### config.mk
export PLATFORM = sky130hd
export DESIGN_NAME = rc4v_ram
export DESIGN_NICKNAME = d
export VERILOG_FILES = /design/src/rc4v_ram.sv
export SDC_FILE = /design/constraint.sdc
export NUM_CORES = 2
export LEC_CHECK = 0
export BUFFER_PORTS_ARGS = -buffer_cell sky130_fd_sc_hd__buf_2
export CORE_MARGIN = 8
export CORE_UTILIZATION = 63
export DETAILED_ROUTE_END_ITERATION = 8
export MAX_ROUTING_LAYER = met4
export PLACE_DENSITY = 0.78
export SYNTH_ARGS = -nofsm -noshare
export SYNTH_HDL_FRONTEND = slang
export SYNTH_SLANG_ARGS = --single-unit
### constraint.sdc
create_clock -name clk -period 2.6 [get_ports clk]
set_input_delay 0.26 -clock clk [delete_from_list [all_inputs] [get_ports clk]]
set_output_delay 0.26 -clock clk [all_outputs]
set_load 0.05 [all_outputs]
### src/rc4v_ram.sv
// Generic single-write, single-read memory with a registered read port.
`timescale 1ns / 1ps
`default_nettype none

module rc4v_ram #(
    parameter int WIDTH = 8,
    parameter int DEPTH = 256
) (
    input  wire logic                     clk,
    input  wire logic                     we,
    input  wire logic [$clog2(DEPTH)-1:0] waddr,
    input  wire logic [WIDTH-1:0]         wdata,
    input  wire logic [$clog2(DEPTH)-1:0] raddr,
    output logic      [WIDTH-1:0]         rdata
);

    logic [WIDTH-1:0] mem_reg [DEPTH];
    logic [WIDTH-1:0] rdata_reg;

    // Write port and registered read port; a read at the written address returns old data.
    always_ff @(posedge clk)
    begin
        if (we)
        begin
            mem_reg[waddr] <= wdata;
        end
        rdata_reg <= mem_reg[raddr];
    end

    assign rdata = rdata_reg;

endmodule

`default_nettype wire

==> metrics <==
status complete, no violations; Synth cell types 55; commonest cells in the netlist 2048 x edfxtp_1, 454 x mux4_2, 282 x nor2_1; period utilization between 90% and 100%; unrepaired setup endpoints after global routing no; first-pass GRT wire length between 200000 and 300000 um; CP max stage cell nor4_1; CP Launch Point mem_reg[211][6]$_DFFE_PP_; Routed WL slightly above 200000 um; Ys Warns 0; cell taking the most area after synthesis edfxtp_1; crit start category flop; clk_lat worst skew ~0.84 ns; max reg flops 2048; Slew headroom between 30% and 40%; row count 130; Placement Cell Area ~0.086 sq mm; sequential fraction of the synthesis area 77.5%; cell with the most instances after synthesis edfxtp_1; drt via density between 6 and 7; placed cells slightly below 6000; Die Span X ~370 um; port buffer count 33; Mapped Avg Cell Area 21.3 sq um; Root Driver clkbuf_16; M1 GR Usage 40.0%; nets about 4400; Pwr Density 742 mW/mm^2; non-filler cells, final about 6200; share of cells above drive strength 1 31.0%; top_reg_cell synth edfxtp_1; Pre-antenna DRT Iters 6; critical setup path kind reg -> reg; P_sw 14.5 mW; async set or reset register ratio after synthesis 0%; Initial Util roughly 63%; pin count of the biggest net entering global routing 100; GP Congestion 0.916; met2 GRT Util between 40 and 50%; maximum root-to-sink buffer count 3; Final Hold Violating Endpoints 0; crit path max fanout 1; fmax around 0.39 GHz; H-Tree Depth 4; Pleak between 20 and 30 nW; Final Max Slew Viols 0; Worst Path Required between 3 and 4 ns; Final setup violation count 0; hold wc startpoint wdata[4]; combinational share of power 5.6%; Clock Power Share between 40 and 50%; WL per Instance 33.5 um; Post-Layout Inst Area between 0.09 and 0.1 sq mm; largest cells by area after synthesis edfxtp_1 77%, mux4_2 13%, mux2i_1 1.7%; sw frac a little over a fifth; crit-path cells mux4_2, a22oi_1, a21oi_1, nor4_1, buf_4, nor4_2; Compound-Gate Fraction of Synth Area under 10%; CTS tree built; area growth from synthesis to layout 15.9%; io pins 34; largest family of logic cells by synthesized area multiplexers; clk_skew 0.0274 ns; met3 Use GR around 7.6%; P_int between 50 and 60 mW; drt first-iter violations approximately 6500; Bufs and invs on worst path 1; GRT Overall Usage 30.8%; hpwl dp around 130000 um; routed vias 42900; Critical Path AT ~3.3 ns; Sink Count 2056; synthesized flop and latch total roughly 2000; Max-Cap Viols 0; Clock transition at path regs 0.06 ns; worst reg2reg setup slack around 0.032 ns; busiest grt layer met2; RR Startpoint mem_reg[211][6]$_DFFE_PP_; Final Critical Period between 2 and 3 ns; XOR/XNOR share of the synthesized area 0%; min-delay worst type in -> reg; final setup margin ~0.032 ns; Antenna Nets Post-Route 0; Peak VDD IR roughly 0.00075 V; sequential power share between 50% and 60%; die area approximately 0.14 sq mm; mux contribution to synthesized area between 10% and 20%; Num CTS Buffers 193; Critical Path End Type flop; Top delay family on crit path simple AND/OR/NAND/NOR gates; vias in the first global route 43100; simple-gate share of the synthesized area under 10%; syn_nets around 3800; number of flops mapped to enable cells by yosys between 2000 and 2500; CP max stage delay around 0.71 ns; Die H approximately 370 um; core area around 0.13 sq mm; dpl ws -0.802 ns; Synth top area share 77.3%; initial antenna violation count 12; area share of fa/ha/maj cells after synthesis 0%; slew at the pin closest to its max-slew limit about 0.91 ns; synthesized area 0.0796 sq mm; gr ovfl total 0; setup bufs post-CTS 0; DRC 0; synthesized instance count about 3700
-- layer usage --
metal	vias to the layer above	routed length [um]	part of all wire, %
met1	22100	71800	35
met5	-	0	0
li1	16900	-	-
met3	520	25800	12
met2	3409	100000	48
met4	0	8880	4.3
-- stage by stage --
step | power (mW) | util, % | hold WS (ns) | setup TNS (ns)
2_1_floorplan | 39.1 | - | 0.359 | 0
3_3_place_gp | 40.9 | 68.5 | 0.723 | -4.34
3_5_place_dp | 41.0 | 68.5 | 0.726 | -4.50
4_1_cts | 68.5 | 73.5 | 0.0399 | 0
5_1_grt | 69.8 | 73.5 | 0.0700 | 0
6_report | 68.4 | 73.5 | 0.0839 | 0
-- cells in the final DEF, fill, tap and decap left out, types with 33 or more instances in the layout --
| cell type | n |
|---|---|
| clkinv_1 | 39 |
| nand3_1 | 34 |
| nor2_1 | 279 |
| clkbuf_1 | 42 |
| buf_4 | 550 |
| o221ai_1 | 46 |
| mux2i_1 | 134 |
| a21oi_1 | 96 |
| mux4_2 | 454 |
| a22oi_1 | 133 |
| buf_12 | 66 |
| clkinv_2 | 34 |
| edfxtp_1 | 2048 |
| clkbuf_16 | 194 |
| nand2_1 | 33 |
-- cell type report --
class,instances,area [sq um]
diodes,11,27.5
clock buffers,236,5010
clock inverters,114,1200
fillers,6481,33200
inverters,2,7.51
multi-input cells,1442,16500
flip-flops and latches,2056,61700
well taps,1650,2060
repair buffers,653,5750
-- final timing paths --
path                                            endpoint  cells after the start
worst max-delay path                    rdata[6]$_DFF_P_                      6
worst min-delay path            mem_reg[82][4]$_DFFE_PP_                      1
worst max register to register          rdata[6]$_DFF_P_                      6
worst min register to register          rdata[3]$_DFF_P_                      7
-- worst reg2reg max path, delay by kind of cell, from the launching register on --
kind	cells	cell delay, ns
AO/OA/AOI/OAI	2	0.52
AND/OR/NAND/NOR	2	0.77
buffers and inverters	1	0.23
multiplexers	1	0.54
flip-flops	1	0.40
-- power by group through the flow --
stage | combinational [mW] | clock [mW] | sequential (mW)
floorplan | 1.77 | 0 | 37.4
global placement | 3.62 | 0 | 37.3
detailed placement | 3.70 | 0 | 37.3
CTS | 3.78 | 28.1 | 36.6
global route | 3.95 | 29.3 | 36.6
finish | 3.83 | 28.0 | 36.6
-- cell families (layout without fill, tap and decap cells) --
group / count (synthesis) / count (layout)
buffers and inverters: 235 / 1005
flip-flops: 2056 / 2056
AO/OA/AOI/OAI: 385 / 385
multiplexers: 591 / 591
other: 0 / 11
AND/OR/NAND/NOR: 466 / 466
-- repair_timing --
item                       CTS  global route
setup endpoints to repair    4             3
resized for setup            4             3
gates cloned                 0             0
hold endpoints to repair   153             0
hold buffers                 5             0
(Power assumes the default switching activity.)
