File: src/rc4v_pkg.sv
// Shared types, codes and a helper function for the RC4-variant stream decryptor.
`timescale 1ns / 1ps
`default_nettype none

package rc4v_pkg;

    // Command codes carried by an input transaction.
    localparam logic [1:0] CMD_LOAD   = 2'd0;
    localparam logic [1:0] CMD_BUILD  = 2'd1;
    localparam logic [1:0] CMD_DECODE = 2'd2;

    // Status codes returned with every result.
    localparam logic [1:0] STATUS_OK         = 2'd0;
    localparam logic [1:0] STATUS_INVALID    = 2'd1;
    localparam logic [1:0] STATUS_BUILD_FAIL = 2'd2;

    // Register index of the seed register (byte address bit 2 selects the register).
    localparam logic REG_MAGIC_SEED = 1'b0;

    // Table geometry.
    localparam int TABLE_AW = 8;

    // One input transaction.
    typedef struct packed {
        logic [1:0] command;
        logic [7:0] key_index;
        logic [7:0] value;
        logic       chunk_start;
    } cmd_item_t;

    // One result transaction.
    typedef struct packed {
        logic [7:0] data_out;
        logic [1:0] status;
    } res_item_t;

    // Port controls of one table memory.
    typedef struct packed {
        logic                we;
        logic [TABLE_AW-1:0] waddr;
        logic [7:0]          wdata;
        logic [TABLE_AW-1:0] raddr;
    } ram_ctrl_t;

    // Rotate a byte right by one bit.
    function automatic logic [7:0] rotr1(input logic [7:0] v);
        rotr1 = {v[0], v[7:1]};
    endfunction

endpackage

`default_nettype wire

File: src/rc4v_apb.sv
// APB register file holding the seed register of the key schedule.
`timescale 1ns / 1ps
`default_nettype none

module rc4v_apb (
    input  wire logic        clk,
    input  wire logic        rst_n,
    input  wire logic        psel,
    input  wire logic        penable,
    input  wire logic        pwrite,
    input  wire logic [2:0]  paddr,
    input  wire logic [31:0] pwdata,
    output logic      [31:0] prdata,
    output logic             pready,
    output logic      [7:0]  seed
);

    logic [7:0] seed_reg;
    logic       wr_en;

    assign pready = 1'b1;
    assign wr_en  = psel && penable && pwrite && (paddr[2] == rc4v_pkg::REG_MAGIC_SEED);

    // Seed register write.
    always_ff @(posedge clk or negedge rst_n)
    begin
        if (!rst_n)
        begin
            seed_reg <= 8'd0;
        end
        else if (wr_en)
        begin
            seed_reg <= pwdata[7:0];
        end
    end

    // Read back; addresses beyond the register read as zero.
    always_comb
    begin
        prdata = 32'd0;
        if (paddr[2] == rc4v_pkg::REG_MAGIC_SEED)
        begin
            prdata = {24'd0, seed_reg};
        end
    end

    assign seed = seed_reg;

endmodule

`default_nettype wire

File: config.mk
export PLATFORM = sky130hd
export DESIGN_NAME = rc4v_apb
export DESIGN_NICKNAME = d
export VERILOG_FILES = /design/src/rc4v_pkg.sv /design/src/rc4v_apb.sv
export SDC_FILE = /design/constraint.sdc
export NUM_CORES = 1
export LEC_CHECK = 0
export BUFFER_PORTS_ARGS = -buffer_cell sky130_fd_sc_hd__buf_4
export CORE_ASPECT_RATIO = 0.8
export CORE_MARGIN = 10
export CORE_UTILIZATION = 30
export CTS_CLUSTER_DIAMETER = 40
export DETAILED_ROUTE_END_ITERATION = 7
export PLACE_DENSITY = 0.82
export SLEW_MARGIN = 5
export SYNTH_ARGS = -nofsm -noshare
export SYNTH_HDL_FRONTEND = slang
export SYNTH_SLANG_ARGS = --single-unit
File: constraint.sdc
create_clock -name clk -period 1.4 [get_ports clk]
set_input_delay 0.14 -clock clk [delete_from_list [all_inputs] [get_ports clk]]
set_output_delay 0.14 -clock clk [all_outputs]
set_load 0.005 [all_outputs]
==> flow_summary.ini <==
[yosys]
yosysTopAreaCell = dfrtp_1
yosysWarningCount = 0
syn_avg_cell_area_um2 = 11.1
synth_seq_cells = 8
synth_cell_types = 6
seq_area_frac_synth_pct = 34.6
synth.area.top_cells = dfrtp_1, buf_4, mux2_2
yosysTopAreaCellShare_pct = 34.6
syn_area_um2 = 579
syn_inst = 52

[critical_path]
cp-start-kind = register
critPathKind = register to output port
r2r_cells = 1
crit_required_ns = 1.26
r2r_slack_ns = 0.63
setup.worst_path.end_class = output port
cp_max_fo = 3
timing.rr.start = seed[2]$_DFFE_PN0P_
worstPathArrival_ns = 0.98
reg2reg_to = seed[2]$_DFFE_PN0P_

[min_path]
min_from = pwdata[7]
hold_path_end = seed[7]$_DFFE_PN0P_
hold_depth = 2
hp-class = primary input to register

[cells_and_area]
num-fill-cells = 203
layout.cells.non_filler = 107
drive_gt1_share_pct = 59.0
diodes = 0
syn_to_final_growth_pct = 30.9
fin_util_pct = 40.8
multiInputGateArea_um2 = 278
ff_latch_area_um2 = 200
nets = 125
largest_register_ffs = 8

[pwr]
p_int_mw = 0.563
cellLeakagePower_nw = 0.430
vdd_drop_max_mv = 0.345
seqPwrFrac_pct = 40.9
power_switching_mw = 0.213
powerDensity_mw_per_mm2 = 1020
pwr-share-comb_pct = 36.6
power_switching_share_pct = 27.5
clock_power_share_pct = 22.5
p_total_mw = 0.776

[sta]
final.setup_skew_ns = 0
setup_viol = 0
period_minus_slack_ns = 1.12
tns_ns = 0
hold_violations = 0
rsz0062_at_grt = no
finalCritPeriodShare_pct = 79.7
drv_slew = 0
fmax_mhz = 896
worst_slack_ns = 0.284

[grt]
grt_use_met2_pct = 13.4
busiest_layer = met2
grt_max_degree = 10
use_met3_pct = 4.52
grt_usage_pct = 7.36
grt_pass1_vias = 452
antenna_found_initial = 0
grt_pass1_wl_um = 2370
met1_usage_pct = 6.43
grt.overflow.total = 0

[detailed_routing]
antenna_left = 0
vias_per_cell = 3.56
routed_wl_um = 1510
drtPass1Iterations = 2
vias = 381
drc = 0
drt_first_iter_violations = 4
routedWlPerCell_um = 14.1

[placed_design]
gp_congestion = 0.700
dp_cells = 103
io_buffer_count = 29
pre_cts_ws_ns = 0.408

[status]
run_status = complete, no violations

[clock_tree]
cts_sinks = 8
cts_tree = built
clk_pin_slew_ns = 0.06
root_buffer = clkbuf_4
cts_resized = 0
cts_buffer_depth = 2
numCtsBuffers = 3
clock_latency_ns = 0.25
htreeDepth = 1
cts_hold_buf = 1
cts_setup_buffers = 0

[flow_run]
maxCapViolations = 0

[floorplanning]
rows = 14
die_area_mm2 = 0.00410
coreArea_mm2 = 0.00186
die_h_um = 59.3
ios = 81
fp.dieW_um = 69.1
start_util_pct = 31.2
## synthesized netlist by cell type
library cell and instances:
conb_1 2, buf_4 25, mux2_2 8, dfrtp_1 8, nand4b_4 1, and2b_2 8
## cells in the final DEF, fill, tap and decap left out, drive strengths merged
cell / Yosys / layout
and2b: 8 / 8
buf: 25 / 29
clkbuf: 0 / 3
conb: 2 / 25
dfrtp: 8 / 8
dlygate4sd3: 0 / 1
mux2: 8 / 8
nand4b: 1 / 1
## metrics by stage
step / hold slack, ns / cell area (um^2)
after floorplan: -0.156 / 666
final: 0.118 / 758
after global routing: 0.114 / 758
after CTS: 0.114 / 758
after detailed placement: -0.0338 / 726
after global placement: -0.0345 / 726
## final cells by class
type                       count  area share (%)
tap                           24            3.96
clock buffer                   3            2.97
sequential                     8            26.4
multi-input combinational     42            36.6
timing repair buffer          30            30.0
## power by group through the flow
| stage | sequential [mW] | clock, mW | combinational, mW |
|---|---|---|---|
| 2_1_floorplan | 0.321 | 0 | 0.150 |
| 3_3_place_gp | 0.317 | 0 | 0.276 |
| 3_5_place_dp | 0.321 | 0 | 0.285 |
| 4_1_cts | 0.317 | 0.184 | 0.289 |
| 5_1_grt | 0.324 | 0.202 | 0.312 |
| 6_report | 0.317 | 0.175 | 0.284 |
## kinds of logic after synthesis
family / synth area share [%]
buf+inv: 32.4
simple gates: 16.2
mux: 15.6
flops: 34.6
other cells: 1.30
## per-layer routing
layer  share of wire (%)  wire length, um
met5                   0                0
met4                   0                0
met3                  13              198
met2                  55              823
met1                  32              483
## worst max-delay path, stage by stage (launching register included)
cell and delay, ns:
dfrtp_1 0.39, and2b_2 0.20, buf_4 0.13
## worst max-delay path by stage
stage                                   start                   to  slack [ns]  cells past startpoint
final                     seed[0]$_DFFE_PN0P_            prdata[0]        0.28                      2
after global routing      seed[7]$_DFFE_PN0P_            prdata[7]        0.25                      2
after CTS                 seed[0]$_DFFE_PN0P_            prdata[0]        0.28                      2
after detailed placement             paddr[2]  seed[2]$_DFFE_PN0P_        0.41                      3
after global placement               paddr[2]  seed[5]$_DFFE_PN0P_        0.42                      3
after floorplan                      paddr[2]  seed[0]$_DFFE_PN0P_        0.64                      2
(Power assumes the default switching activity.)
