**src/rc4v_pkg.sv**
```systemverilog
// Shared types, codes and a helper function for the RC4-variant stream decryptor.
`timescale 1ns / 1ps
`default_nettype none

package rc4v_pkg;

    // Command codes carried by an input transaction.
    localparam logic [1:0] CMD_LOAD   = 2'd0;
    localparam logic [1:0] CMD_BUILD  = 2'd1;
    localparam logic [1:0] CMD_DECODE = 2'd2;

    // Status codes returned with every result.
    localparam logic [1:0] STATUS_OK         = 2'd0;
    localparam logic [1:0] STATUS_INVALID    = 2'd1;
    localparam logic [1:0] STATUS_BUILD_FAIL = 2'd2;

    // Register index of the seed register (byte address bit 2 selects the register).
    localparam logic REG_MAGIC_SEED = 1'b0;

    // Table geometry.
    localparam int TABLE_AW = 8;

    // One input transaction.
    typedef struct packed {
        logic [1:0] command;
        logic [7:0] key_index;
        logic [7:0] value;
        logic       chunk_start;
    } cmd_item_t;

    // One result transaction.
    typedef struct packed {
        logic [7:0] data_out;
        logic [1:0] status;
    } res_item_t;

    // Port controls of one table memory.
    typedef struct packed {
        logic                we;
        logic [TABLE_AW-1:0] waddr;
        logic [7:0]          wdata;
        logic [TABLE_AW-1:0] raddr;
    } ram_ctrl_t;

    // Rotate a byte right by one bit.
    function automatic logic [7:0] rotr1(input logic [7:0] v);
        rotr1 = {v[0], v[7:1]};
    endfunction

endpackage

`default_nettype wire

```
**src/rc4v_ctrl.sv**
```systemverilog
// Sequencer that runs key loads, the key schedule, table copies and keystream decode.
`timescale 1ns / 1ps
`default_nettype none

module rc4v_ctrl (
    input  wire logic                 clk,
    input  wire logic                 rst_n,
    input  wire logic                 cmd_valid,
    output logic                      cmd_stall,
    input  wire rc4v_pkg::cmd_item_t  cmd_item,
    output logic                      res_valid,
    input  wire logic                 res_stall,
    output rc4v_pkg::res_item_t       res_item,
    input  wire logic [7:0]           seed,
    output rc4v_pkg::ram_ctrl_t       key_ctrl,
    input  wire logic [7:0]           key_rdata,
    output rc4v_pkg::ram_ctrl_t       base_ctrl,
    input  wire logic [7:0]           base_rdata,
    output rc4v_pkg::ram_ctrl_t       work_ctrl,
    input  wire logic [7:0]           work_rdata
);

    typedef enum logic [4:0] {
        ST_IDLE,
        ST_INIT,
        ST_RDKEY,
        ST_HASH,
        ST_CHECK,
        ST_KEY0,
        ST_TP,
        ST_TJ,
        ST_WJ,
        ST_CRD,
        ST_CWR,
        ST_DI,
        ST_DJ,
        ST_DWI,
        ST_DWJ,
        ST_DRD,
        ST_DOUT,
        ST_DONE
    } state_t;

    state_t     state_reg;
    logic [7:0] p_reg;
    logic [7:0] k_reg;
    logic [7:0] bj_reg;
    logic [7:0] hash_reg;
    logic [7:0] accum_reg;
    logic       first_reg;
    logic [7:0] kb_reg;
    logic [7:0] ta_reg;
    logic [7:0] tb_reg;
    logic [7:0] value_reg;
    logic [7:0] idx_i_reg;
    logic [7:0] idx_j_reg;
    logic       table_valid_reg;
    logic [7:0] res_data_reg;
    logic [1:0] res_status_reg;
    logic       out_valid_reg;
    logic [7:0] out_data_reg;
    logic [1:0] out_status_reg;

    logic       accept;
    logic [7:0] hash_rot;
    logic [7:0] kb_prod;
    logic [7:0] accum_next;
    logic       key_match;
    logic [7:0] bj_next;
    logic [7:0] chk_byte;
    logic [7:0] idx_i_inc;
    logic [7:0] idx_j_next;

    assign cmd_stall = (state_reg != ST_IDLE);
    assign accept    = cmd_valid && !cmd_stall;

    // Key schedule datapath: hash rotation, checksum term and shuffle index.
    assign hash_rot   = rc4v_pkg::rotr1(hash_reg);
    assign kb_prod    = {key_rdata[6:0], 1'b0} + (hash_rot[0] ? key_rdata : 8'd0);
    assign accum_next = first_reg ? (accum_reg + kb_prod) : accum_reg;
    assign key_match  = (hash_rot == key_rdata);
    assign bj_next    = bj_reg + (hash_reg ^ kb_reg) + base_rdata;
    // No key byte follows the last position, so the check compares against zero there.
    assign chk_byte   = (k_reg == 8'hff) ? 8'd0 : key_rdata;

    // Decode datapath.
    assign idx_i_inc  = idx_i_reg + 8'd1;
    assign idx_j_next = idx_j_reg + work_rdata;

    // Memory port controls for each state.
    always_comb
    begin
        key_ctrl.we     = accept && (cmd_item.command == rc4v_pkg::CMD_LOAD);
        key_ctrl.waddr  = cmd_item.key_index;
        key_ctrl.wdata  = cmd_item.value;
        key_ctrl.raddr  = k_reg;

        base_ctrl.we    = 1'b0;
        base_ctrl.waddr = p_reg;
        base_ctrl.wdata = p_reg;
        base_ctrl.raddr = p_reg;

        work_ctrl.we    = 1'b0;
        work_ctrl.waddr = idx_i_reg;
        work_ctrl.wdata = work_rdata;
        work_ctrl.raddr = idx_i_inc;

        unique case (state_reg)
            ST_INIT:
            begin
                base_ctrl.we = 1'b1;
            end
            ST_HASH:
            begin
                // Next key byte for the first-match check, or key[0] after a restart.
                key_ctrl.raddr = first_reg ? (k_reg + 8'd1) : 8'd0;
            end
            ST_CHECK:
            begin
                key_ctrl.raddr = 8'd0;
            end
            ST_TP:
            begin
                base_ctrl.raddr = bj_next;
            end
            ST_TJ:
            begin
                base_ctrl.we    = 1'b1;
                base_ctrl.wdata = base_rdata;
            end
            ST_WJ:
            begin
                base_ctrl.we    = 1'b1;
                base_ctrl.waddr = bj_reg;
                base_ctrl.wdata = ta_reg;
            end
            ST_CWR:
            begin
                work_ctrl.we    = 1'b1;
                work_ctrl.waddr = p_reg;
                work_ctrl.wdata = base_rdata;
            end
            ST_DJ:
            begin
                work_ctrl.raddr = idx_j_next;
            end
            ST_DWI:
            begin
                work_ctrl.we = 1'b1;
            end
            ST_DWJ:
            begin
                work_ctrl.we    = 1'b1;
                work_ctrl.waddr = idx_j_reg;
                work_ctrl.wdata = ta_reg;
            end
            ST_DRD:
            begin
                work_ctrl.raddr = ta_reg + tb_reg;
            end
            default:
            begin
            end
        endcase
    end

    // Sequencer state, working registers and the result register.
    always_ff @(posedge clk or negedge rst_n)
    begin
        if (!rst_n)
        begin
            state_reg       <= ST_IDLE;
            table_valid_reg <= 1'b0;
            idx_i_reg       <= 8'd0;
            idx_j_reg       <= 8'd0;
            out_valid_reg   <= 1'b0;
            p_reg           <= 8'd0;
            k_reg           <= 8'd0;
            bj_reg          <= 8'd0;
            hash_reg        <= 8'd0;
            accum_reg       <= 8'd0;
            first_reg       <= 1'b1;
            kb_reg          <= 8'd0;
            ta_reg          <= 8'd0;
            tb_reg          <= 8'd0;
            value_reg       <= 8'd0;
            res_data_reg    <= 8'd0;
            res_status_reg  <= rc4v_pkg::STATUS_OK;
            out_data_reg    <= 8'd0;
            out_status_reg  <= rc4v_pkg::STATUS_OK;
        end
        else
        begin
            // The output register empties when its result is taken, unless a new
            // result moves in at the same edge.
            if (out_valid_reg && !res_stall && (state_reg != ST_DONE))
            begin
                out_valid_reg <= 1'b0;
            end

            unique case (state_reg)
                ST_IDLE:
                begin
                    if (accept)
                    begin
                        value_reg      <= cmd_item.value;
                        res_data_reg   <= 8'd0;
                        res_status_reg <= rc4v_pkg::STATUS_OK;
                        p_reg          <= 8'd0;
                        state_reg      <= ST_DONE;
                        if (cmd_item.command == rc4v_pkg::CMD_BUILD)
                        begin
                            state_reg <= ST_INIT;
                        end
                        else if (cmd_item.command == rc4v_pkg::CMD_DECODE)
                        begin
                            if (!table_valid_reg)
                            begin
                                res_status_reg <= rc4v_pkg::STATUS_INVALID;
                            end
                            else if (cmd_item.chunk_start)
                            begin
                                state_reg <= ST_CRD;
                            end
                            else
                            begin
                                state_reg <= ST_DI;
                            end
                        end
                    end
                end

                // Base table starts as the identity.
                ST_INIT:
                begin
                    p_reg <= p_reg + 8'd1;
                    if (p_reg == 8'hff)
                    begin
                        k_reg     <= 8'd0;
                        bj_reg    <= 8'd0;
                        hash_reg  <= seed;
                        accum_reg <= seed;
                        first_reg <= 1'b1;
                        state_reg <= ST_RDKEY;
                    end
                end

                ST_RDKEY:
                begin
                    state_reg <= ST_HASH;
                end

                ST_HASH:
                begin
                    if (key_match && first_reg)
                    begin
                        accum_reg <= accum_next;
                        state_reg <= ST_CHECK;
                    end
                    else if (key_match)
                    begin
                        hash_reg  <= rc4v_pkg::rotr1(seed);
                        k_reg     <= 8'd0;
                        state_reg <= ST_KEY0;
                    end
                    else
                    begin
                        hash_reg  <= hash_rot;
                        accum_reg <= accum_next;
                        kb_reg    <= key_rdata;
                        state_reg <= ST_TP;
                    end
                end

                ST_CHECK:
                begin
                    if (accum_reg != chk_byte)
                    begin
                        res_status_reg <= rc4v_pkg::STATUS_BUILD_FAIL;
                        state_reg      <= ST_DONE;
                    end
                    else
                    begin
                        hash_reg  <= rc4v_pkg::rotr1(seed);
                        k_reg     <= 8'd0;
                        first_reg <= 1'b0;
                        state_reg <= ST_KEY0;
                    end
                end

                ST_KEY0:
                begin
                    kb_reg    <= key_rdata;
                    state_reg <= ST_TP;
                end

                ST_TP:
                begin
                    ta_reg    <= base_rdata;
                    bj_reg    <= bj_next;
                    state_reg <= ST_TJ;
                end

                ST_TJ:
                begin
                    state_reg <= ST_WJ;
                end

                ST_WJ:
                begin
                    p_reg <= p_reg + 8'd1;
                    k_reg <= k_reg + 8'd1;
                    if (p_reg == 8'hff)
                    begin
                        table_valid_reg <= 1'b1;
                        state_reg       <= ST_DONE;
                    end
                    else
                    begin
                        state_reg <= ST_RDKEY;
                    end
                end

                // Chunk start: copy the base table into the working table.
                ST_CRD:
                begin
                    state_reg <= ST_CWR;
                end

                ST_CWR:
                begin
                    p_reg <= p_reg + 8'd1;
                    if (p_reg == 8'hff)
                    begin
                        idx_i_reg <= 8'd0;
                        idx_j_reg <= 8'd0;
                        state_reg <= ST_DI;
                    end
                    else
                    begin
                        state_reg <= ST_CRD;
                    end
                end

                // Keystream step: read W[i], read W[j], swap, read W[W[i] + W[j]].
                ST_DI:
                begin
                    idx_i_reg <= idx_i_inc;
                    state_reg <= ST_DJ;
                end

                ST_DJ:
                begin
                    ta_reg    <= work_rdata;
                    idx_j_reg <= idx_j_next;
                    state_reg <= ST_DWI;
                end

                ST_DWI:
                begin
                    tb_reg    <= work_rdata;
                    state_reg <= ST_DWJ;
                end

                ST_DWJ:
                begin
                    state_reg <= ST_DRD;
                end

                ST_DRD:
                begin
                    state_reg <= ST_DOUT;
                end

                ST_DOUT:
                begin
                    res_data_reg <= value_reg ^ work_rdata;
                    state_reg    <= ST_DONE;
                end

                // Hand the result to the output register once it is free.
                ST_DONE:
                begin
                    if (!out_valid_reg || !res_stall)
                    begin
                        out_valid_reg  <= 1'b1;
                        out_data_reg   <= res_data_reg;
                        out_status_reg <= res_status_reg;
                        state_reg      <= ST_IDLE;
                    end
                end

                default:
                begin
                    state_reg <= ST_IDLE;
                end
            endcase
        end
    end

    assign res_valid         = out_valid_reg;
    assign res_item.data_out = out_data_reg;
    assign res_item.status   = out_status_reg;

endmodule

`default_nettype wire

```
**config.mk**
```make
export PLATFORM = sky130hd
export DESIGN_NAME = rc4v_ctrl
export DESIGN_NICKNAME = d
export VERILOG_FILES = /design/src/rc4v_pkg.sv /design/src/rc4v_ctrl.sv
export SDC_FILE = /design/constraint.sdc
export NUM_CORES = 1
export LEC_CHECK = 0
export BUFFER_PORTS_ARGS = -buffer_cell sky130_fd_sc_hd__buf_2
export CORE_MARGIN = 1.5
export CORE_UTILIZATION = 57
export CTS_CLUSTER_SIZE = 20
export DETAILED_ROUTE_END_ITERATION = 7
export PLACE_DENSITY = 0.85
export REMOVE_ABC_BUFFERS = 1
export SKIP_LAST_GASP = 1
export SYNTH_ARGS = -nofsm -noshare
export SYNTH_HDL_FRONTEND = slang
export SYNTH_SLANG_ARGS = --single-unit
export TNS_END_PERCENT = 5
```
**constraint.sdc**
```tcl
create_clock -name clk -period 3.9 [get_ports clk]
set_clock_uncertainty 0.05 [all_clocks]
set_input_delay 0.195 -clock clk [delete_from_list [all_inputs] [get_ports clk]]
set_output_delay 0.195 -clock clk [all_outputs]
set_load 0.1 [all_outputs]
```
==> flow_summary_export.csv, run 1 <==
group,metric,value,unit
routing,drtIter0Drc,705,
routing,routed_wl,23.42,mm
power_and_ir_drop,pwr-share-clk,19.4,%
routing,vias_per_cell,6.252,
critical_path,critPathKind,"flop to output port",
status,outcome,"finished, final reports clean",
yosys,postSynthCellCount,906,
layout,nets,1122,
placement,post-place-ws,0.7844,ns
layout,drive_gt1_share,20.45,%
layout,n_antenna_cell,0,
min_path,min_path_type,"input port to flop",
critical_path,reg2reg_from,"k_reg[0]",
cts,insertion_delay,0.43,ns
global_routing,gr-total-overflow,0,
sta,slew_headroom,42.45,%
cts,cts_made_buffers,17,
cts,cts_tree,"yes",
global_routing,grt_pass1_vias,7280,
yosys,synth_edf_count,0,
routing,wl_per_cell,19.33,um
critical_path,crit_required,3.65,ns
floorplanning,start_util,58.33,%
cts,clockRootBuffer,"clkbuf_16",
power_and_ir_drop,p_int,4.271,mW
power_and_ir_drop,switching_power,4.259,mW
power_and_ir_drop,power_frac_comb,55.7,%
sta,hold_violations,0,
sta,drv_slew,0,
critical_path,cp-startpoint,"kb_reg[1]",
global_routing,gr-usage-all-layers,32.97,%
power_and_ir_drop,max-vdd-ir-drop,894.1,uV
job,drv_cap,0,
placement,hpwlAfterDp,16.25,mm
layout,final_util,68.50,%
routing,vias,7577,
power_and_ir_drop,sequentialPowerShare,25.0,%
critical_path,arrival,3.42,ns
sta,whs,0.04607,ns
cts,cts.sinks,116,
cts,cts_buffer_depth,2,
min_path,min_from,"seed[6]",
placement,place_congestion,0.8996,
sta,clock.fmax,272.7,MHz
power_and_ir_drop,swShare,49.93,%
global_routing,grt_max_degree,53,
sta,final.period_utilization,94.04,%
cts,clk_pin_slew,0.06,ns
placement,port_buffers,125,
yosys,ys_ff_latch,116,
sta,rsz0062_at_grt,"no",
floorplanning,pin_count,142,
floorplanning,core_area,13830,um^2
layout,syn_to_final_growth,17.44,%
sta,worst_slew_pin_slew,0.8608,ns
yosys,yosysSeqAreaShare,36.01,%
yosys,synthArstFlopShare,100.0,%
power_and_ir_drop,power_density,900.7,nW/um^2
routing,firstDrtPassIters,6,
yosys,synthFlopType,"dfrtp_1",
layout,layout_common_cells,"nand2_1 (156), buf_2 (124), dfrtp_1 (115), nor2_1 (74), o21ai_0 (61)",
cts,htreeDepth,4,
global_routing,grt_pass1_wl,37.52,mm
routing,drtAntennaViolNets,0,
yosys,ys_types,60,
sta,setup_slack,0.2324,ns
floorplanning,std_cell_rows,43,
power_and_ir_drop,p_leak,4.569,nW
yosys,synthesis.area,8065,um^2
yosys,yosys_warnings,0,
global_routing,antenna_found_initial,0,
sta,fin_crit,3.668,ns
yosys,syn_avg_cell_area,8.902,um^2
floorplanning,die_w,122.0,um
floorplanning,dieArea,14870,um^2
critical_path,worstPathMaxFanout,2,
floorplanning,die_h,122.0,um
layout,final_common_cell,"nand2_1",
critical_path,end_kind,"output port",
cts,post_cts_buffers,0,
critical_path,critPathLaunchType,"flop",
sta,setup_viol,0,
routing,drcViolationCount,0,
-- per-stage QoR --
step / TNS, ns / total power, mW / instances / area, um^2
3_3_place_gp: 0 / 6.562 / 1170 / 8750
6_report: 0 / 8.531 / 1212 / 9472
3_5_place_dp: 0 / 6.720 / 1170 / 8750
5_1_grt: 0 / 9.045 / 1212 / 9472
2_1_floorplan: -4.229 / 5.697 / 851 / 7791
4_1_cts: 0 / 8.483 / 1212 / 9472
-- cell type report --
cell class / instances / area, um^2
Clock inverter: 10 / 147.6
Tap cell: 180 / 225.2
Fill cell: 1031 / 4355
Sequential cell: 116 / 2904
Inverter: 14 / 52.55
Clock buffer: 22 / 474.2
Timing Repair Buffer: 149 / 833.3
Multi-Input combinational cell: 721 / 4835
-- cells by family after synthesis --
| logic type | Yosys count | synth area share [%] |
|---|---|---|
| mux | 58 | 7.710 |
| compound gates | 204 | 16.63 |
| simple gates | 347 | 19.62 |
| xor+xnor | 64 | 6.950 |
| flops | 116 | 36.01 |
| fa+ha+maj | 48 | 9.029 |
| buf+inv | 69 | 4.049 |
-- power by group through the flow --
stage	Sequential, mW	Combinational, mW	Clock [mW]
finish	2.13	4.75	1.65
global route	2.19	5.12	1.73
CTS	2.11	4.70	1.67
detailed placement	2.13	4.60	0
global placement	2.09	4.47	0
floorplan	2.37	3.32	0
-- layer usage --
metal	global-route usage [%]	routed length, um	vias up	share of wire, %
li1	-	-	3431	-
met1	42.99	9307	3624	40
met2	51.58	10990	438	47
met3	9.410	2276	84	9.7
met4	13.82	851	0	3.6
met5	0	0	-	0
-- path summary, 6_finish.rpt --
kind / end / slack [ns] / depth (start not counted)
setup / recovery: base_ctrl[7] / 0.23 / 12
hold / removal: accum_reg[6] / 0.05 / 3
setup reg to reg: hash_reg[2] / 0.89 / 7
hold reg to reg: res_status_reg[1] / 0.42 / 2
max in group asynchronous: first_reg / 2.49 / 3
min in group asynchronous: out_data_reg[0] / 0.32 / 2
-- worst max-delay path: stages (launching register included) --
cell	delay, ns
dfrtp_1	0.39
xor2_1	0.19
fa_1	0.50
ha_1	0.21
inv_1	0.08
fa_1	0.38
nor2b_1	0.15
o21ai_0	0.09
nand2b_1	0.14
a31oi_1	0.12
xnor2_1	0.15
o21ai_0	0.14
buf_2	0.45
-- what timing repair did --
action,CTS,global route
hold endpoints to repair,59,0
setup endpoints to repair,0,0
hold buffers,10,0
gates resized for setup,0,0
-- synthesized netlist by cell type (all sizes together), types with 5 or more instances --
cell	instances	share of area (%)
a31oi	13	1.0
or3	5	0.39
inv	14	0.65
fa	17	4.2
nand2b	7	0.54
xnor2	33	3.6
o31ai	5	0.47
dfrtp	115	36
o22ai	10	0.78
buf	23	1.9
mux2i	25	3.1
ha	31	4.8
clkbuf	32	1.5
and3	8	0.62
or2	5	0.39
a22o	8	0.87
nor2	75	3.5
a21o	14	1.3
and2	17	1.3
mux2	33	4.6
nor2b	10	0.78
a221o	12	1.5
a41oi	5	0.54
nor3	14	0.87
xor2	31	3.4
a21oi	43	2.8
a22oi	10	0.93
nand2	156	7.3
nand3	28	1.7
o21ai	61	3.8
No activity file was read; power rests on OpenSTA's default activity.
==> run 2, diff against run 1 <==
ABC_AREA = 1   (was unset)
TNS_END_PERCENT = unset   (was 5)
clock period = 3.95 ns   (was 3.9 ns; I/O delays follow)
==> flow_summary_export.csv, run 2 <==
group,metric,value,unit
status,outcome,"finished, final reports clean",
yosys,yosys_warnings,0,
layout,n_antenna_cell,0,
global_routing,grt_max_degree,44,
yosys,synthMuxAreaShare,1.821,%
global_routing,gr-total-overflow,0,
yosys,synthTopCellsByArea,"dfrtp_1 (36%), nand2_1 (13%), inv_1 (6.9%), ha_1 (4.8%), o21ai_0 (4.8%)",
sta,tns,0,ns
sta,hold_violations,0,
yosys,synthFlopType,"dfrtp_1",
cts,clk_pin_slew,0.06,ns
floorplanning,die_h,121.8,um
yosys,yosysTopAreaCell,"dfrtp_1",
critical_path,worst_r2r_endpoint,"bj_reg[7]",
global_routing,grt_pass1_wl,38.30,mm
floorplanning,die_w,121.8,um
floorplanning,dieArea,14830,um^2
cts,cts_tree,"yes",
critical_path,rr_worst_depth,14,
cts,cts_buffer_depth,2,
layout,syn_to_final_growth,17.83,%
yosys,synth_edf_count,0,
cts,cts_made_buffers,17,
floorplanning,std_cell_rows,43,
critical_path,arrival,3.47,ns
cts,htreeDepth,4,
critical_path,crit_required,3.70,ns
yosys,synthesis.area,8040,um^2
routing,routed_wl,23.85,mm
cts,post_cts_buffers,0,
placement,port_buffers,125,
global_routing,antenna_found_initial,0,
critical_path,crit_end,"base_ctrl[7]",
layout,nets,1278,
critical_path,critPathLaunchType,"flop",
critical_path,worstPathMaxFanout,11,
routing,drtIter0Drc,852,
yosys,ys_ff_latch,116,
routing,vias,7985,
yosys,synth_most_common_cell,"nand2_1",
floorplanning,pin_count,142,
cts,cts.sinks,116,
sta,drv_slew,0,
floorplanning,start_util,58.15,%
routing,firstDrtPassIters,5,
routing,vias_per_cell,5.837,
yosys,syn_avg_cell_area,7.636,um^2
yosys,yosysSeqAreaShare,36.12,%
sta,final.period_utilization,94.03,%
power_and_ir_drop,p_leak,5.029,nW
job,drv_cap,0,
placement,place_congestion,0.9539,
critical_path,cp-startpoint,"hash_reg[1]",
layout,drive_gt1_share,18.18,%
global_routing,gr-usage-all-layers,33.55,%
routing,drcViolationCount,0,
cts,insertion_delay,0.43,ns
critical_path,reg2reg_setup_slack,1.07,ns
yosys,synth.top_cell.area_share,35.79,%
floorplanning,core_area,13830,um^2
critical_path,critPathKind,"flop to output port",
critical_path,reg2reg_from,"hash_reg[1]",
global_routing,grt_pass1_vias,7840,
sta,worst_slew_pin_slew,0.8505,ns
sta,rsz0062_at_grt,"no",
yosys,synth_top_family_by_area,"simple AND/OR/NAND/NOR gates",
layout,final_util,68.52,%
yosys,synth_xor_xnor_area_share,3.813,%
routing,wl_per_cell,17.43,um
power_and_ir_drop,max-vdd-ir-drop,585.5,uV
yosys,ys_types,47,
sta,clock.fmax,269.2,MHz
yosys,synth-simple-area-share,24.34,%
sta,setup_viol,0,
yosys,synth_compound_area_share,14.66,%
yosys,netlist_top_cells_count,"nand2_1 (281), inv_1 (147), dfrtp_1 (115)",
min_path,min_path_type,"input port to flop",
yosys,synthArstFlopShare,100.0,%
routing,drtAntennaViolNets,0,
sta,slew_headroom,42.92,%
power_and_ir_drop,power_density,871.8,nW/um^2
yosys,postSynthCellCount,1053,
layout,final_common_cell,"nand2_1",
sta,fin_crit,3.714,ns
layout,layout_common_cells,"nand2_1 (281), inv_1 (147), buf_2 (123), dfrtp_1 (115), o21ai_0 (76)",
yosys,synth_fa_ha_area_share,9.057,%
critical_path,end_kind,"output port",
placement,hpwlAfterDp,17.36,mm
cts,clockRootBuffer,"clkbuf_16",
==> run 2: cell types whose count changed after synthesis, sizes merged, moves of 17 or more <==
cell    previous run  this run
nand2            156       291
mux2i             25         0
mux2              33        13
inv               14       153
o221ai             4        28
nand3             28        65
xnor2             33        12
o21ai             61        81
a21oi             43        26
and2              17         0
clkbuf            32        13
==> run 2: timing repair <==
item / CTS / global route
hold buffers: 10 / 0
endpoints found under the setup margin: 0 / 1
endpoints found under the hold margin: 48 / 0
gates resized for setup: 0 / 2
==> run 2: through the flow <==
step | instance area, um^2 | setup slack (ns) | hold WS [ns] | total power, mW | instances
after global routing | 9474 | 0.005803 | 0.04014 | 8.814 | 1368
after global placement | 8708 | 0.6020 | 0.1624 | 6.275 | 1326
final | 9474 | 0.2359 | 0.01942 | 8.260 | 1368
after detailed placement | 8708 | 0.5746 | 0.1630 | 6.398 | 1326
after CTS | 9472 | 0.06112 | 0.01200 | 8.206 | 1368
after floorplan | 7802 | -0.6201 | -0.1481 | 5.376 | 1014
==> run 2: area by class of cell <==
cell class / instances / area (um^2)
fill: 1100 / 4353
multi-input combinational: 743 / 4317
sequential: 116 / 2904
timing repair buffer: 142 / 783.3
inverter: 155 / 581.8
clock buffer: 18 / 439.2
tap: 180 / 225.2
clock inverter: 14 / 224.0
==> run 2: critical path: stages, from the launching register on <==
cell,delay (ns)
dfrtp_1,0.53
xor2_1,0.22
fa_1,0.51
ha_1,0.16
inv_1,0.05
fa_1,0.40
inv_1,0.07
a21oi_1,0.07
o21ai_1,0.23
nand2_1,0.08
nand2_1,0.07
a21oi_1,0.07
xor2_1,0.13
nand2_1,0.08
nand2_1,0.06
clkbuf_4,0.32
==> run 2: power by group <==
| part | leakage, nW | internal (mW) | switching, mW |
|---|---|---|---|
| logic | 3.24 | 1.29 | 3.20 |
| registers | 1.47 | 1.62 | 0.395 |
| clock network | 0.321 | 1.14 | 0.617 |
==> run 2: how the worst min path moves through the flow <==
stage	start	end	slack [ns]	cells past startpoint
final	seed[0]	accum_reg[0]	0.02	3
after global routing	seed[5]	accum_reg[5]	0.04	3
after detailed placement	rst_n	out_data_reg[5]	0.16	1
after floorplan	rst_n	accum_reg[0]	-0.15	0
after CTS	seed[1]	accum_reg[1]	0.01	3
after global placement	rst_n	out_data_reg[5]	0.16	1
==> run 2: cells by family after synthesis <==
logic type | Yosys count
fa+ha+maj | 48
flops | 116
compound gates | 186
mux | 13
simple gates | 461
buf+inv | 194
xor+xnor | 35
==> run 2: metal layers <==
metal,part of all wire (%),routed length [um],global-route usage [%]
met5,0,0,0
met4,5.9,1403,19.49
met3,8.7,2070,8.848
met2,47,11090,53.41
met1,39,9283,41.15
==> run 3, diff against run 2 <==
CORE_UTILIZATION = 52   (was 57)
PLACE_DENSITY = 0.82   (was 0.85)
clock period = 3.1 ns   (was 3.95 ns; I/O delays follow)
==> flow_summary_export.csv, run 3 (same netlist as run 2, synthesis figures left out) <==
group,metric,value,unit
cts,cts_made_buffers,17,
sta,slew_headroom,47.25,%
global_routing,gr-total-overflow,0,
global_routing,gr-usage-all-layers,30.73,%
global_routing,grt_pass1_vias,7681,
critical_path,critPathLaunchType,"flop",
power_and_ir_drop,p_int,5.276,mW
sta,clock.fmax,304.9,MHz
layout,final_common_cell,"nand2_1",
global_routing,grt_max_degree,61,
layout,syn_to_final_growth,21.30,%
layout,fin_cells,1392,
routing,vias,8100,
critical_path,reg2reg_setup_slack,0.31,ns
min_path,min_to,"accum_reg[2]",
floorplanning,core_area,15150,um^2
floorplanning,die_w,127.3,um
critical_path,worst_r2r_endpoint,"bj_reg[7]",
global_routing,antenna_found_initial,0,
cts,clockRootBuffer,"clkbuf_16",
cts,cts.sinks,116,
sta,setup_slack,-0.1803,ns
placement,place_congestion,0.9746,
critical_path,arrival,3.08,ns
routing,vias_per_cell,5.819,
power_and_ir_drop,sequentialPowerShare,23.4,%
global_routing,grt_pass1_wl,38.47,mm
sta,rsz0062_at_grt,"yes",
layout,drive_gt1_share,19.93,%
cts,htreeDepth,4,
floorplanning,pin_count,142,
routing,wl_per_cell,17.59,um
cts,clk_pin_slew,0.05,ns
routing,drtIter0Drc,765,
sta,drv_slew,0,
placement,hpwlAfterDp,17.91,mm
floorplanning,die_h,127.3,um
routing,drcViolationCount,0,
critical_path,critical_path.slowest_cell,"fa_1",
critical_path,critPathMaxStageDelay,0.49,ns
placement,place_inst,1339,
min_path,holdPathStages,3,
sta,worst_slew_pin_slew,0.7912,ns
floorplanning,std_cell_rows,45,
routing,routed_wl,24.49,mm
min_path,min_from,"seed[2]",
cts,cts_tree,"yes",
routing,firstDrtPassIters,5,
routing,drtAntennaViolNets,0,
layout,layout_common_cells,"nand2_1 (279), inv_1 (145), dfrtp_1 (115), buf_2 (113), o21ai_0 (73)",
critical_path,rr_worst_depth,16,
critical_path,cp_top_family,"adder cells",
power_and_ir_drop,swShare,51.23,%
job,drv_cap,0,
power_and_ir_drop,power_frac_comb,57.8,%
layout,nets,1294,
power_and_ir_drop,switching_power,5.541,mW
cts,cts_buffer_depth,2,
floorplanning,start_util,53.09,%
critical_path,reg2reg_from,"kb_reg[1]",
placement,port_buffers,125,
critical_path,cp_num_buf_inv,3,
sta,whs,0.01030,ns
power_and_ir_drop,max-vdd-ir-drop,554.0,uV
sta,fin_crit,3.280,ns
status,outcome,"finished with violations",
power_and_ir_drop,power_density,1109,nW/um^2
floorplanning,dieArea,16220,um^2
critical_path,critPathKind,"flop to output port",
critical_path,worstPathMaxFanout,2,
sta,final.period_utilization,105.8,%
sta,hold_violations,0,
critical_path,path_cells,"xor2_1, fa_1, ha_2, inv_2, fa_2, inv_2, a21oi_2, o21ai_2, nand2_1, nand2_2, a21oi_2, xor2_1, nand2_1, nand2_2, buf_12",
critical_path,crit_required,2.89,ns
power_and_ir_drop,pwr-share-clk,18.7,%
status,violations,"setup timing",
min_path,min_path_type,"input port to flop",
sta,setup_viol,4,
layout,n_antenna_cell,0,
cts,insertion_delay,0.43,ns
power_and_ir_drop,p_leak,5.112,nW
critical_path,end_kind,"output port",
[run 3: worst reg2reg max path, delay by kind of cell, from the launching register on]
kind            cells  cell delay (ns)
simple gates        4             0.29
flops               1             0.38
xor+xnor            2             0.31
fa+ha+maj           3             1.06
buf+inv             4             0.33
compound gates      3             0.26
[run 3: what timing repair did]
action                                  in CTS  in global routing
pin swaps                                    2                  4
buffers inserted                             5                  3
resized for setup                            9                 11
hold buffers                                13                  0
endpoints found under the setup margin       4                 11
hold endpoints to repair                    70                  0
[run 3: power by group through the flow]
stage	Combinational [mW]	Sequential (mW)	Clock [mW]
2_1_floorplan	3.97	2.88	0
3_3_place_gp	5.64	2.52	0
3_5_place_dp	5.76	2.55	0
4_1_cts	6.02	2.52	2.04
5_1_grt	6.78	2.60	2.11
6_report	6.26	2.53	2.03
[run 3: per-layer routing]
| layer | routed length, um | track usage [%] | up-vias |
|---|---|---|---|
| li1 | - | - | 3740 |
| met5 | 0 | 0 | - |
| met1 | 9366 | 37.01 | 3810 |
| met4 | 1275 | 17.11 | 0 |
| met2 | 11680 | 50.59 | 439 |
| met3 | 2160 | 7.580 | 111 |
[run 3: area by class of cell]
class | count | area (um^2)
Sequential cell | 116 | 2904
Inverter | 155 | 581.8
Timing Repair Buffer | 158 | 1079
Clock buffer | 20 | 446.7
Fill cell | 1277 | 5393
Clock inverter | 12 | 155.1
Tap cell | 188 | 235.2
Multi-Input combinational cell | 743 | 4352
[run 3: worst max path at each step]
stage | slack (ns) | end | startpoint | cells past startpoint
after floorplan | -1.43 | key_ctrl[24] | state_reg[3] | 7
after global placement | 0.20 | base_ctrl[7] | kb_reg[1] | 15
after detailed placement | 0.17 | base_ctrl[7] | hash_reg[2] | 14
after CTS | -0.1 | base_ctrl[7] | kb_reg[1] | 15
after global routing | -0.31 | base_ctrl[6] | hash_reg[2] | 14
final | -0.18 | base_ctrl[7] | kb_reg[1] | 15
[run 3: stage by stage]
stage / TNS (ns) / utilization, % / total power, mW / setup WS [ns] / cell area [um^2]
6_report: -0.4951 / 64.39 / 10.82 / -0.1803 / 9753
5_1_grt: -1.023 / 64.39 / 11.49 / -0.3080 / 9753
4_1_cts: -0.2031 / 64.05 / 10.58 / -0.09673 / 9701
3_5_place_dp: 0 / 58.88 / 8.317 / 0.1742 / 8919
3_3_place_gp: 0 / 58.88 / 8.156 / 0.2015 / 8919
2_1_floorplan: -10.62 / - / 6.850 / -1.428 / 7802
